## src/hw/rtl/brf_pkg.sv

```systemverilog
`default_nettype none

package brf_pkg;

  localparam int DEPTH_DEF     = 256;
  localparam int MAX_BURST_DEF = 64;

  localparam int FUNC_W  = 2;
  localparam int BYTE_W  = 8;
  localparam int AMT_W   = 7;
  localparam int LEVEL_W = 9;
  localparam int CAP_W   = 9;

  localparam logic [CAP_W-1:0]  CAP_RESET = 9'd256;
  localparam logic [BYTE_W-1:0] NEWLINE   = 8'h0A;

  localparam int Q_DEPTH = 2;
  localparam int Q_AW    = $clog2(Q_DEPTH);

  typedef enum logic [FUNC_W-1:0] {
    FN_WRITE = 2'd0,
    FN_READ  = 2'd1,
    FN_PEEK  = 2'd2,
    FN_GRAB  = 2'd3
  } func_t;

  typedef struct packed {
    func_t              func;
    logic [BYTE_W-1:0]  wbyte;
    logic [AMT_W-1:0]   amt;
  } cmd_t;

endpackage

`default_nettype wire

```

## src/hw/rtl/brf_ifs.sv

```systemverilog
`default_nettype none

interface brf_in_if;
  logic                        valid;
  logic                        ready;
  logic [brf_pkg::FUNC_W-1:0]  func;
  logic [brf_pkg::BYTE_W-1:0]  write_byte;
  logic [brf_pkg::AMT_W-1:0]   amount;
  modport source (output valid, func, write_byte, amount, input ready);
  modport sink   (input valid, func, write_byte, amount, output ready);
endinterface

interface brf_out_if;
  logic                         valid;
  logic                         ready;
  logic [brf_pkg::BYTE_W-1:0]   out_byte;
  logic                         byte_valid;
  logic                         last;
  logic [brf_pkg::AMT_W-1:0]    moved;
  logic [brf_pkg::LEVEL_W-1:0]  level;
  modport source (output valid, out_byte, byte_valid, last, moved, level, input ready);
  modport sink   (input valid, out_byte, byte_valid, last, moved, level, output ready);
endinterface

interface brf_cfg_if;
  logic                        valid;
  logic                        ready;
  logic [brf_pkg::CAP_W-1:0]   data;
  modport source (output valid, data, input ready);
  modport sink   (input valid, data, output ready);
endinterface

`default_nettype wire

```

## src/hw/rtl/brf_front.sv

```systemverilog
`default_nettype none

module brf_front #(
  parameter int MAX_BURST = brf_pkg::MAX_BURST_DEF
) (
  input  wire logic          clk,
  input  wire logic          rst_n,
  brf_in_if.sink             in_ch,
  output brf_pkg::cmd_t      cmd,
  output logic               cmd_valid,
  input  wire logic          cmd_ready
);

  localparam logic [brf_pkg::AMT_W-1:0] BURST = brf_pkg::AMT_W'(MAX_BURST);

  logic          valid_r;
  brf_pkg::cmd_t cmd_r;
  brf_pkg::cmd_t cmd_nxt;

  assign in_ch.ready = !valid_r || cmd_ready;
  assign cmd_valid   = valid_r;
  assign cmd         = cmd_r;

  // Amounts beyond the burst limit are clipped here so the back end never sees them.
  always_comb begin
    cmd_nxt.func  = brf_pkg::func_t'(in_ch.func);
    cmd_nxt.wbyte = in_ch.write_byte;
    cmd_nxt.amt   = (in_ch.amount > BURST) ? BURST : in_ch.amount;
  end

  always_ff @(posedge clk) begin
    if (!rst_n) begin
      valid_r <= 1'b0;
    end else if (in_ch.valid && in_ch.ready) begin
      valid_r <= 1'b1;
    end else if (cmd_ready) begin
      valid_r <= 1'b0;
    end
  end

  always_ff @(posedge clk) begin
    if (in_ch.valid && in_ch.ready) begin
      cmd_r <= cmd_nxt;
    end
  end

endmodule

`default_nettype wire

```

## src/hw/rtl/brf_cmdq.sv

```systemverilog
`default_nettype none

module brf_cmdq (
  input  wire logic           clk,
  input  wire logic           rst_n,
  input  wire brf_pkg::cmd_t  push_cmd,
  input  wire logic           push_valid,
  output logic                push_ready,
  output brf_pkg::cmd_t       pop_cmd,
  output logic                pop_valid,
  input  wire logic           pop_ready
);

  localparam int CNT_W = brf_pkg::Q_AW + 1;
  localparam logic [CNT_W-1:0] FULL = CNT_W'(brf_pkg::Q_DEPTH);

  brf_pkg::cmd_t             entry_r [brf_pkg::Q_DEPTH];
  logic [brf_pkg::Q_AW-1:0]  wr_ptr_r;
  logic [brf_pkg::Q_AW-1:0]  rd_ptr_r;
  logic [CNT_W-1:0]          count_r;
  logic                      do_push;
  logic                      do_pop;

  assign push_ready = (count_r != FULL);
  assign pop_valid  = (count_r != '0);
  assign pop_cmd    = entry_r[rd_ptr_r];
  assign do_push    = push_valid && push_ready;
  assign do_pop     = pop_valid && pop_ready;

  always_ff @(posedge clk) begin
    if (!rst_n) begin
      wr_ptr_r <= '0;
      rd_ptr_r <= '0;
      count_r  <= '0;
    end else begin
      if (do_push) begin
        wr_ptr_r <= wr_ptr_r + 1'b1;
      end
      if (do_pop) begin
        rd_ptr_r <= rd_ptr_r + 1'b1;
      end
      if (do_push && !do_pop) begin
        count_r <= count_r + 1'b1;
      end else if (do_pop && !do_push) begin
        count_r <= count_r - 1'b1;
      end
    end
  end

  always_ff @(posedge clk) begin
    if (do_push) begin
      entry_r[wr_ptr_r] <= push_cmd;
    end
  end

endmodule

`default_nettype wire

```

## src/hw/rtl/brf_back.sv

```systemverilog
`default_nettype none

module brf_back #(
  parameter int DEPTH = brf_pkg::DEPTH_DEF
) (
  input  wire logic                        clk,
  input  wire logic                        rst_n,
  input  wire brf_pkg::cmd_t               cmd,
  input  wire logic                        cmd_valid,
  output logic                             cmd_ready,
  input  wire logic                        cfg_we,
  input  wire logic [brf_pkg::CAP_W-1:0]   cfg_data,
  brf_out_if.source                        out_ch
);

  localparam int AW = (DEPTH > 1) ? $clog2(DEPTH) : 1;
  localparam int FW = $clog2(DEPTH + 1);
  localparam int LW = (FW > brf_pkg::AMT_W) ? FW : brf_pkg::AMT_W;
  localparam int AMW = brf_pkg::AMT_W;

  typedef enum logic [1:0] {S_IDLE, S_SCAN, S_EMIT, S_NOHIT} state_t;

  function automatic logic [FW-1:0] eff_cap(input logic [brf_pkg::CAP_W-1:0] v);
    logic [FW-1:0] r;
    if (v == '0) begin
      r = FW'(1);
    end else if (32'(v) > 32'(DEPTH)) begin
      r = FW'(DEPTH);
    end else begin
      r = FW'(v);
    end
    return r;
  endfunction

  state_t                      state_r;
  logic [AW-1:0]               head_r;
  logic [AW-1:0]               tail_r;
  logic [AW-1:0]               rd_ptr_r;
  logic [FW-1:0]               fill_r;
  logic [FW-1:0]               cap_r;
  logic [AMW-1:0]              remain_r;
  logic [AMW-1:0]              lim_r;
  logic [AMW-1:0]              chk_idx_r;
  logic [AMW-1:0]              moved_r;
  logic                        dv_r;
  logic                        rlast_r;
  logic                        pop_r;
  logic [brf_pkg::BYTE_W-1:0]  rdata_r;

  logic                        out_v_r;
  logic [brf_pkg::BYTE_W-1:0]  out_byte_r;
  logic                        out_bv_r;
  logic                        out_last_r;
  logic [AMW-1:0]              out_moved_r;
  logic [brf_pkg::LEVEL_W-1:0] out_level_r;

  logic [brf_pkg::BYTE_W-1:0]  mem [DEPTH];

  logic                        out_free;
  logic                        take;
  logic                        fill_lt_cap;
  logic [FW-1:0]               fill_inc;
  logic [AMW-1:0]              span;
  logic                        emit_load;
  logic                        mem_re;
  logic                        mem_we;
  logic [AMW-1:0]              hit_n;

  function automatic logic [AW-1:0] step_ptr(input logic [AW-1:0] p, input logic [FW-1:0] c);
    logic [FW-1:0] p1;
    p1 = FW'(p) + FW'(1);
    return (p1 >= c) ? '0 : AW'(p1);
  endfunction

  assign out_free    = !out_v_r || out_ch.ready;
  assign take        = (state_r == S_IDLE) && cmd_valid && out_free;
  assign cmd_ready   = (state_r == S_IDLE) && out_free;
  assign fill_lt_cap = (fill_r < cap_r);
  assign fill_inc    = fill_r + FW'(1);
  // The bytes in reach: the requested amount, but never more than are stored.
  assign span        = (LW'(fill_r) < LW'(cmd.amt)) ? AMW'(fill_r) : cmd.amt;
  assign emit_load   = (state_r == S_EMIT) && dv_r && out_free;
  assign hit_n       = chk_idx_r + AMW'(1);
  assign mem_we      = take && (cmd.func == brf_pkg::FN_WRITE) && fill_lt_cap;

  always_comb begin
    mem_re = 1'b0;
    unique case (state_r)
      S_SCAN:  mem_re = (remain_r != '0);
      S_EMIT:  mem_re = (remain_r != '0) && (!dv_r || emit_load);
      default: mem_re = 1'b0;
    endcase
  end

  always_ff @(posedge clk) begin
    if (mem_we) begin
      mem[tail_r] <= cmd.wbyte;
    end
    if (mem_re) begin
      rdata_r <= mem[rd_ptr_r];
    end
  end

  assign out_ch.valid      = out_v_r;
  assign out_ch.out_byte   = out_byte_r;
  assign out_ch.byte_valid = out_bv_r;
  assign out_ch.last       = out_last_r;
  assign out_ch.moved      = out_moved_r;
  assign out_ch.level      = out_level_r;

  always_ff @(posedge clk) begin
    if (!rst_n) begin
      state_r <= S_IDLE;
      head_r  <= '0;
      tail_r  <= '0;
      fill_r  <= '0;
      cap_r   <= eff_cap(brf_pkg::CAP_RESET);
      out_v_r <= 1'b0;
      dv_r    <= 1'b0;
    end else begin
      if (out_ch.ready) begin
        out_v_r <= 1'b0;
      end

      unique case (state_r)
        S_IDLE: begin
          if (take) begin
            unique case (cmd.func) inside
              brf_pkg::FN_WRITE: begin
                out_v_r     <= 1'b1;
                out_byte_r  <= '0;
                out_bv_r    <= 1'b0;
                out_last_r  <= 1'b1;
                if (fill_lt_cap) begin
                  tail_r      <= step_ptr(tail_r, cap_r);
                  fill_r      <= fill_inc;
                  out_moved_r <= AMW'(1);
                  out_level_r <= brf_pkg::LEVEL_W'(fill_inc);
                end else begin
                  out_moved_r <= '0;
                  out_level_r <= brf_pkg::LEVEL_W'(fill_r);
                end
              end
              brf_pkg::FN_READ, brf_pkg::FN_PEEK: begin
                if (span == '0) begin
                  out_v_r     <= 1'b1;
                  out_byte_r  <= '0;
                  out_bv_r    <= 1'b0;
                  out_last_r  <= 1'b1;
                  out_moved_r <= '0;
                  out_level_r <= brf_pkg::LEVEL_W'(fill_r);
                end else begin
                  remain_r <= span;
                  moved_r  <= span;
                  rd_ptr_r <= head_r;
                  dv_r     <= 1'b0;
                  pop_r    <= (cmd.func == brf_pkg::FN_READ);
                  if (cmd.func == brf_pkg::FN_READ) begin
                    fill_r <= fill_r - FW'(span);
                  end
                  state_r  <= S_EMIT;
                end
              end
              brf_pkg::FN_GRAB: begin
                if (span == '0) begin
                  out_v_r     <= 1'b1;
                  out_byte_r  <= '0;
                  out_bv_r    <= 1'b0;
                  out_last_r  <= 1'b1;
                  out_moved_r <= '0;
                  out_level_r <= brf_pkg::LEVEL_W'(fill_r);
                end else begin
                  remain_r  <= span;
                  lim_r     <= span;
                  chk_idx_r <= '0;
                  rd_ptr_r  <= head_r;
                  dv_r      <= 1'b0;
                  state_r   <= S_SCAN;
                end
              end
              default: ;
            endcase
          end
        end

        // One stored byte is fetched per cycle and checked in the cycle after its fetch.
        S_SCAN: begin
          if (mem_re) begin
            rd_ptr_r <= step_ptr(rd_ptr_r, cap_r);
            remain_r <= remain_r - AMW'(1);
          end
          dv_r <= mem_re;
          if (dv_r) begin
            if (rdata_r == brf_pkg::NEWLINE) begin
              // The line fits: drop the fetch in flight and replay from the head.
              remain_r <= hit_n;
              moved_r  <= hit_n;
              rd_ptr_r <= head_r;
              fill_r   <= fill_r - FW'(hit_n);
              pop_r    <= 1'b1;
              dv_r     <= 1'b0;
              state_r  <= S_EMIT;
            end else begin
              chk_idx_r <= hit_n;
              if (hit_n == lim_r) begin
                dv_r    <= 1'b0;
                state_r <= S_NOHIT;
              end
            end
          end
        end

        S_EMIT: begin
          if (emit_load) begin
            out_v_r     <= 1'b1;
            out_byte_r  <= rdata_r;
            out_bv_r    <= 1'b1;
            out_last_r  <= rlast_r;
            out_moved_r <= moved_r;
            out_level_r <= brf_pkg::LEVEL_W'(fill_r);
          end
          if (mem_re) begin
            rd_ptr_r <= step_ptr(rd_ptr_r, cap_r);
            remain_r <= remain_r - AMW'(1);
            rlast_r  <= (remain_r == AMW'(1));
            dv_r     <= 1'b1;
          end else if (emit_load) begin
            dv_r <= 1'b0;
          end
          if (emit_load && rlast_r) begin
            // The read pointer already sits one past the final byte.
            if (pop_r) begin
              head_r <= rd_ptr_r;
            end
            state_r <= S_IDLE;
          end
        end

        S_NOHIT: begin
          if (out_free) begin
            out_v_r     <= 1'b1;
            out_byte_r  <= '0;
            out_bv_r    <= 1'b0;
            out_last_r  <= 1'b1;
            out_moved_r <= '0;
            out_level_r <= brf_pkg::LEVEL_W'(fill_r);
            state_r     <= S_IDLE;
          end
        end

        default: state_r <= S_IDLE;
      endcase

      // A capacity write empties the ring.
      if (cfg_we) begin
        cap_r  <= eff_cap(cfg_data);
        head_r <= '0;
        tail_r <= '0;
        fill_r <= '0;
      end
    end
  end

endmodule

`default_nettype wire

```

## src/hw/rtl/byte_ring_fifo_with_line_grab.sv

```systemverilog
// Channel  | Dir | Handshake          | Payload
// in_ch    | in  | valid / ready      | func, write_byte, amount
// out_ch   | out | valid / ready      | out_byte, byte_valid, last, moved, level
// cfg_ch   | in  | valid / ready (=1) | data: capacity
//
// A write is handled in the back end on its own. A read or peek of n bytes fetches
// them one by one, and a line grab first scans up to min(amount, level) bytes for
// a newline, then delivers the line; the single read port of the byte store sets this.
// The command queue lets the front take new items while the back end is busy.
// Reset is synchronous and leaves the byte store untouched; stored bytes are
// only read after they have been written. A stalled output holds the back end.
`default_nettype none

module byte_ring_fifo_with_line_grab #(
  parameter int DEPTH     = brf_pkg::DEPTH_DEF,
  parameter int MAX_BURST = brf_pkg::MAX_BURST_DEF
) (
  input  wire logic  clk,
  input  wire logic  rst_n,
  brf_in_if.sink     in_ch,
  brf_out_if.source  out_ch,
  brf_cfg_if.sink    cfg_ch
);

  brf_pkg::cmd_t front_cmd;
  logic          front_valid;
  logic          front_ready;
  brf_pkg::cmd_t q_cmd;
  logic          q_valid;
  logic          q_ready;

  assign cfg_ch.ready = 1'b1;

  brf_front #(
    .MAX_BURST (MAX_BURST)
  ) u_front (
    .clk       (clk),
    .rst_n     (rst_n),
    .in_ch     (in_ch),
    .cmd       (front_cmd),
    .cmd_valid (front_valid),
    .cmd_ready (front_ready)
  );

  brf_cmdq u_cmdq (
    .clk        (clk),
    .rst_n      (rst_n),
    .push_cmd   (front_cmd),
    .push_valid (front_valid),
    .push_ready (front_ready),
    .pop_cmd    (q_cmd),
    .pop_valid  (q_valid),
    .pop_ready  (q_ready)
  );

  brf_back #(
    .DEPTH (DEPTH)
  ) u_back (
    .clk       (clk),
    .rst_n     (rst_n),
    .cmd       (q_cmd),
    .cmd_valid (q_valid),
    .cmd_ready (q_ready),
    .cfg_we    (cfg_ch.valid && cfg_ch.ready),
    .cfg_data  (cfg_ch.data),
    .out_ch    (out_ch)
  );

endmodule

`default_nettype wire

```

## src/flat_wrapper.sv

```systemverilog
// flat-port wrapper written by rule: the top's interface ports become plain ports
module byte_ring_fifo_with_line_grab_flat 
#(
  parameter int DEPTH     = brf_pkg::DEPTH_DEF,
  parameter int MAX_BURST = brf_pkg::MAX_BURST_DEF
)
  (clk, rst_n, in_ch_valid, in_ch_func, in_ch_write_byte, in_ch_amount, in_ch_ready, out_ch_valid, out_ch_out_byte, out_ch_byte_valid, out_ch_last, out_ch_moved, out_ch_level, out_ch_ready, cfg_ch_valid, cfg_ch_data, cfg_ch_ready);
  brf_in_if in_ch_i ();
  brf_out_if out_ch_i ();
  brf_cfg_if cfg_ch_i ();
  input  wire logic clk;
  input  wire logic rst_n;
  input wire logic [$bits(in_ch_i.valid)-1:0] in_ch_valid;
  input wire logic [$bits(in_ch_i.func)-1:0] in_ch_func;
  input wire logic [$bits(in_ch_i.write_byte)-1:0] in_ch_write_byte;
  input wire logic [$bits(in_ch_i.amount)-1:0] in_ch_amount;
  output wire logic [$bits(in_ch_i.ready)-1:0] in_ch_ready;
  output wire logic [$bits(out_ch_i.valid)-1:0] out_ch_valid;
  output wire logic [$bits(out_ch_i.out_byte)-1:0] out_ch_out_byte;
  output wire logic [$bits(out_ch_i.byte_valid)-1:0] out_ch_byte_valid;
  output wire logic [$bits(out_ch_i.last)-1:0] out_ch_last;
  output wire logic [$bits(out_ch_i.moved)-1:0] out_ch_moved;
  output wire logic [$bits(out_ch_i.level)-1:0] out_ch_level;
  input wire logic [$bits(out_ch_i.ready)-1:0] out_ch_ready;
  input wire logic [$bits(cfg_ch_i.valid)-1:0] cfg_ch_valid;
  input wire logic [$bits(cfg_ch_i.data)-1:0] cfg_ch_data;
  output wire logic [$bits(cfg_ch_i.ready)-1:0] cfg_ch_ready;
  assign in_ch_i.valid = in_ch_valid;
  assign in_ch_i.func = in_ch_func;
  assign in_ch_i.write_byte = in_ch_write_byte;
  assign in_ch_i.amount = in_ch_amount;
  assign in_ch_ready = in_ch_i.ready;
  assign out_ch_valid = out_ch_i.valid;
  assign out_ch_out_byte = out_ch_i.out_byte;
  assign out_ch_byte_valid = out_ch_i.byte_valid;
  assign out_ch_last = out_ch_i.last;
  assign out_ch_moved = out_ch_i.moved;
  assign out_ch_level = out_ch_i.level;
  assign out_ch_i.ready = out_ch_ready;
  assign cfg_ch_i.valid = cfg_ch_valid;
  assign cfg_ch_i.data = cfg_ch_data;
  assign cfg_ch_ready = cfg_ch_i.ready;
  byte_ring_fifo_with_line_grab #(.DEPTH(DEPTH), .MAX_BURST(MAX_BURST)) u_core (.clk(clk), .rst_n(rst_n), .in_ch(in_ch_i), .out_ch(out_ch_i), .cfg_ch(cfg_ch_i));
endmodule
```

## config.mk

```make
export PLATFORM = sky130hd
export DESIGN_NAME = byte_ring_fifo_with_line_grab_flat
export DESIGN_NICKNAME = d
export VERILOG_FILES = /design/src/hw/rtl/brf_pkg.sv /design/src/hw/rtl/brf_ifs.sv /design/src/hw/rtl/brf_front.sv /design/src/hw/rtl/brf_cmdq.sv /design/src/hw/rtl/brf_back.sv /design/src/hw/rtl/byte_ring_fifo_with_line_grab.sv /design/src/flat_wrapper.sv
export SDC_FILE = /design/constraint.sdc
export NUM_CORES = 2
export LEC_CHECK = 0
export ABC_CLOCK_PERIOD_IN_PS = 5600
export BUFFER_PORTS_ARGS = -buffer_cell sky130_fd_sc_hd__buf_2
export CORE_AREA = 10 10 384 386
export DETAILED_ROUTE_END_ITERATION = 10
export DIE_AREA = 0 0 394 396
export MAX_ROUTING_LAYER = met4
export PLACE_DENSITY = 0.79
export SYNTH_ARGS = -nofsm -noshare
export SYNTH_HDL_FRONTEND = slang
export SYNTH_HIERARCHICAL = 1
export SYNTH_SLANG_ARGS = --single-unit
```

## constraint.sdc

```tcl
create_clock -name clk -period 5.6 [get_ports clk]
set_input_delay 0.56 -clock clk [delete_from_list [all_inputs] [get_ports clk]]
set_output_delay 0.56 -clock clk [all_outputs]
set_load 0.1 [all_outputs]
```

=== Word-level counts from Yosys, hierarchy flattened ===
Memory sizes are Yosys's and may differ from the RTL's. A register that Yosys moved wholly into a read port is not among the register bits.
Index checks and enable logic that the tools add are counted.
Widths: inputs -> output; s select.

* Add/subtract/negate cells: 11
* Magnitude comparators: 6
* Equality and inequality tests: 30
* Mux-type cells: 112
* Bitwise operators: 2
* Reductions and logical operators: 47

{| class="wikitable"
|+ Operators by type and width
! cell !! count
|-
| $mux 7 || 20
|-
| $mux 9 || 12
|-
| $mux 8 || 12
|-
| $pmux 9 s2 || 3
|-
| $pmux 8 s3 || 2
|-
| $pmux 7 s2 || 3
|-
| $pmux 7 s3 || 2
|-
| $mux 1 || 35
|-
| $reduce_and 7->1 || 4
|-
| $pmux 9 s3 || 1
|-
| $mux 2 || 10
|-
| $add 8x1->9 const B || 2
|-
| $ge 9x9->1 || 2
|-
| $ne 2x2->1 const B || 9
|-
| $sub 9x7->9 || 2
|-
| $pmux 8 s2 || 1
|-
| $ne 3x3->1 const B || 5
|-
| $reduce_and 5->1 || 3
|-
| $logic_and 1x1->1 || 14
|-
| $pmux 1 s3 || 4
|-
| $pmux 1 s2 || 5
|-
| $add 9x1->9 const B || 1
|-
| $gt 9x9->1 const B || 1
|-
| $logic_not 9->1 || 1
|-
| other kinds (31) || 54
|}

* Register bits: 124
* RAM bits: 2082
* Input bits: 31
* Output and inout bits: 29
* Logic and storage cells: 236
* Memories kept: 2

{| class="wikitable"
|+ Memory list
! memory !! words !! width !! rd ports !! clocked after memory_dff !! wr ports !! line !! RTL
|-
| u_core.u_back.mem || 256 || 8 || 1 || 1 || 1 || brf_back.sv:57 || <nowiki>logic [brf_pkg::BYTE_W-1:0] mem [DEPTH];</nowiki>
|-
| u_core.u_cmdq.entry_r || 2 || 17 || 1 || 1 || 1 || brf_cmdq.sv:17 || <nowiki>brf_pkg::cmd_t entry_r [brf_pkg::Q_DEPTH];</nowiki>
|}

=== Depth between registers and ports, before layout ===
* Depth after elaboration: 10
* Mapped depth: 20
* Mapped depth without buffers: 17

=== Modules after synthesis ===
Netlist, hierarchy kept.

{| class="wikitable"
|+ By module, submodules not included
! module !! instances !! cells each !! area an instance (um2) !! seq. area each (um2)
|-
| brf_back || 1 || 4338 || 85369.4 || 64421.8
|-
| brf_cmdq || 1 || 77 || 1467.7 || 1121.1
|-
| brf_front || 1 || 29 || 609.3 || 530.5
|-
| byte_ring_fifo_with_line_grab || 1 || 2 || 11.3 || 0.0
|}

=== Worst setup path before layout ===
No wires, ideal clock.

* Path kind: reg-to-reg
* Start: register (tool-made name)
* End: register u_core.u_back.out_bv_r, in the netlist u_core/u_back/out_ch.byte_valid, enable pin
* Library setup time: 0.418 ns
* Arrival time: 3.670 ns
* Data required time: 5.182 ns
* Setup slack: 1.512 ns
* Stages on the path, launching flop included: 12
* Buffers on the path: 2
* Clock period less this slack: 4.088 ns
* Path through: dfxtp_1 buf_4 buf_2 mux2_2 inv_1 ha_1 o21ai_0 o21ai_0 a21oi_4 mux2i_1 o21ai_0 a21oi_1

{| class="wikitable"
|+ RTL lines
! what !! line !! RTL
|-
| end signal: assignment || brf_back.sv:132 || <nowiki>out_bv_r <= 1'b0;</nowiki>
|-
| end signal: assignment || brf_back.sv:148 || <nowiki>out_bv_r <= 1'b0;</nowiki>
|-
| end signal: assignment || brf_back.sv:168 || <nowiki>out_bv_r <= 1'b0;</nowiki>
|-
| end: declaration || brf_back.sv:52 || <nowiki>logic out_bv_r;</nowiki>
|}

==> insert_results.sql <==
INSERT INTO impl_metrics (metric_group, metric, value, unit) VALUES
('status', 'run_status', 'finished clean', ''),
('cts', 'cts_tree', 'built', ''),
('synth', 'synth.ff_latch_count', '2215', ''),
('setup_path', 'largest_stage_delay_on_the_critical_path', '1100', 'ps'),
('setup_path', 'cpMaxStageDelayCell', 'edfxtp_1', ''),
('drt', 'route.final.wire_length', '209.0', 'mm'),
('placed_design', 'io_buffer_count', '58', ''),
('final_layout', 'post_route_cells_drive_above_1_share', '20.33', '%'),
('floorplanning', 'core_area', '139200', 'um2'),
('final_layout', 'filler_cell_count', '8159', ''),
('sta', 'setup-tns-final', '0', 'ps'),
('drt', 'via_count', '45510', ''),
('final_layout', 'multi_input_comb_area', '20290', 'um2'),
('synth', 'synth_nets', '4543', ''),
('grt', 'first_global_vias', '45760', ''),
('floorplanning', 'dieHeight', '396', 'um'),
('cts', 'post_cts.resized_instances', '0', ''),
('grt', 'gr-usage-met3', '6.171', '%'),
('cts', 'cts_setup_buffers', '0', ''),
('synth', 'post_synth_num_cell_types', '80', ''),
('hold_path', 'hold_path.class', 'input port to flip-flop', ''),
('setup_path', 'list_of_cells_traversed_by_the_critical_path', 'inv_1 -> nor2_4 -> nand2_1 -> o22ai_1 -> nor2_1 -> a31oi_1 -> nor4_1', ''),
('synth', 'yosys_warnings', '6', ''),
('cts', 'clock_tree_root', 'clkbuf_16', ''),
('synth', 'synthFlopType', 'edfxtp_1', ''),
('cts', 'cts_max_level', '4', ''),
('drt', 'route.antenna.remaining_nets', '0', ''),
('sta', 'count_of_final_hold_check_violations', '0', ''),
('grt', 'global_route_wire_length_before_repair', '310.7', 'mm'),
('drt', 'dr.pass1.iters', '6', ''),
('grt', 'grt_max_degree', '142', ''),
('sta', 'slew_violations', '0', ''),
('setup_path', 'worst_path_dominant_cell_family', 'simple AND/OR/NAND/NOR gates', ''),
('drt', 'remaining_drc_errors', '0', ''),
('setup_path', 'critPathRequiredTime', '6140', 'ps'),
('sta', 'unrepaired_setup_endpoints_after_global_routing', 'false', ''),
('sta', 'tightest_slew', '1225', 'ps'),
('final_layout', 'layout_common_cells', '2171 x edfxtp_1, 488 x mux4_2, 389 x nor2_1', ''),
('grt', 'global_route.peak_usage_layer', 'met2', ''),
('synth', 'postSynth.asyncResetShare', '0', '%'),
('cts', 'max-clock-path-buffers', '3', ''),
('cts', 'cts_hold_buf', '16', ''),
('sta', 'final-setup-viol-count', '0', ''),
('setup_path', 'cp-end-kind', 'flip-flop', ''),
('grt', 'global_route.usage.met1', '36.95', '%'),
('drt', 'via_per_inst', '6.897', ''),
('placed_design', 'dpl-instance-area', '89870', 'um2'),
('grt', 'grtUsageTotal', '27.59', '%'),
('power', 'static-leakage-power', '30.26', 'nW'),
('power', 'power_density', '441.5', 'nW/um2'),
('floorplanning', 'die_width', '394', 'um'),
('final_layout', 'layout.cell_area.non_filler', '96430', 'um2'),
('sta', 'max_slew_margin', '18.05', '%'),
('sta', 'maxClockFrequency', '215.3', 'MHz'),
('synth', 'number_of_instances_in_the_synthesized_netlist', '4446', ''),
('cts', 'numCtsBuffers', '206', ''),
('final_layout', 'area.sequential', '66070', 'um2'),
('final_layout', 'design.final.nets', '4651', ''),
('power', 'post-layout-total-power', '0.04257', 'W'),
('cts', 'clock_sinks', '2215', ''),
('setup_path', 'critPathMaxFanout', '18', ''),
('cts', 'clk_pin_slew_worst_paths', '60', 'ps'),
('floorplanning', 'design.portCount', '60', ''),
('placed_design', 'dp_hpwl', '118.5', 'mm'),
('final_layout', 'mostFrequentLayoutCell', 'edfxtp_1', ''),
('sta', 'min_period', '4646', 'ps'),
('placed_design', 'finalWeightedCongestion', '0.9798', ''),
('floorplanning', 'design.die.area', '156000', 'um2'),
('power', 'power.ir.vdd_worst', '567.8', 'uV'),
('grt', 'globalRouteMet2Util', '41.12', '%'),
('sta', 'fin_skew', '35.16', 'ps');
-- area by class of cell --
type	count	share of cell area (%)
repair buffers	145	1.163
clock buffers	254	5.631
well taps	1876	2.434
inverters	53	0.2063
diodes	2	0.005190
multi-input cells	1933	21.04
flip-flops and latches	2215	68.52
clock inverters	121	1.006
-- cell usage after synthesis, types with 3 or more instances --
library cell	count	area, um2
nor3_1	22	110.1
edfxtp_1	2171	65190
a31oi_1	32	200.2
o211ai_1	12	90.09
o21ai_0	43	215.2
a21oi_1	81	405.4
o31ai_1	4	30.03
a22o_1	35	306.5
o22ai_1	145	907.1
xnor2_1	25	219.0
a221oi_1	19	166.4
buf_2	63	315.3
a211oi_1	25	187.7
mux2i_1	82	820.8
dfxtp_1	44	880.8
nand4_1	10	62.56
inv_1	53	198.9
nand2_1	85	319.1
a22oi_1	53	397.9
nand2b_1	27	168.9
nand3_1	54	270.3
a32oi_1	3	26.28
nor4_1	14	87.58
a211o_1	17	148.9
mux4_2	488	10990
and2_1	31	193.9
ha_1	64	800.8
mux2_2	21	236.5
xor2_1	20	175.2
o31a_1	4	35.03
or2_2	5	31.28
a21o_1	6	45.04
nor2_1	393	1475
nand4b_1	3	26.28
nand3b_1	6	45.04
and3_1	7	43.79
o221ai_1	4	35.03
nor2b_1	24	150.1
o2111ai_1	3	26.28
or3_1	9	56.30
o21a_1	13	97.59
buf_1	25	93.84
buf_4	35	262.8
clkbuf_1	122	457.9
-- kinds of logic (layout without fill, tap and decap cells) --
kind of cell	Yosys count	count (layout)	share of synthesized area, %
compound gates	524	524	4.074
other cells	1	3	0.004288
buf+inv	298	573	1.519
fa+ha+maj	66	66	0.9614
mux	591	591	13.78
xor+xnor	45	45	0.4507
simple gates	706	706	3.665
flops	2215	2215	75.55
-- final timing paths --
path,slack [ps],cells after the start,startpoint,endpoint
worst max-delay path,950,7,u_core/u_back/rd_ptr_r[2]$_DFFE_PP_,u_core/u_back/rdata_r[1]$_DFFE_PP_
worst min-delay path,80,3,cfg_ch_data[6],u_core/u_back/cap_r[6]$_SDFFE_PN0P_
worst max register to register,950,7,u_core/u_back/rd_ptr_r[2]$_DFFE_PP_,u_core/u_back/rdata_r[1]$_DFFE_PP_
worst min register to register,450,0,u_core/u_front/cmd[10]$_DFFE_PP_,u_core/u_cmdq/entry_r[1][10]$_DFFE_PP_
-- metal layers --
metal / part of all wire, % / wire, um
met5: 0 / 0
met3: 11 / 22970
met2: 47 / 98370
met1: 37 / 77080
met4: 5.0 / 10530
-- metrics by stage --
| stage | hold WS (ps) | std cells | setup WS [ps] | util (%) |
|---|---|---|---|---|
| floorplan | 421.5 | 4446 | 1512 | - |
| global placement | 424.7 | 6206 | 1278 | 64.56 |
| detailed placement | 433.0 | 6206 | 1335 | 64.56 |
| CTS | 11.79 | 6597 | 1294 | 69.28 |
| global route | 62.69 | 6597 | 937.0 | 69.28 |
| finish | 80.87 | 6599 | 954.5 | 69.28 |
-- worst reg2reg max path, cell delays in order, from the launching register on --
cell	delay, ps
edfxtp_1	1100
inv_1	310
nor2_4	730
nand2_1	710
o22ai_1	450
nor2_1	70
a31oi_1	860
nor4_1	130
-- where the power goes --
group	internal (W)	switching, W	total (W)
logic	0.00325	0.00617	0.00943
clock network	0.00743	0.00597	0.0134
registers	0.0195	0.000232	0.0197
-- registers in the layout (all words and copies together) (netlist names), 8 cells and up, named ones only --
register                       cells
u_core/u_cmdq/entry_r             34
u_core/u_back/out_ch.level         9
u_core/u_back/mem               2048
u_core/u_back/tail_r               8
u_core/u_back/rdata_r              8
u_core/u_back/head_r               8
u_core/u_back/out_ch.out_byte      8
u_core/u_back/cap_r                9
u_core/u_back/rd_ptr_r             8
u_core/u_back/fill_r               9
u_core/u_front/cmd                17
No activity file was read; power rests on OpenSTA's default activity.
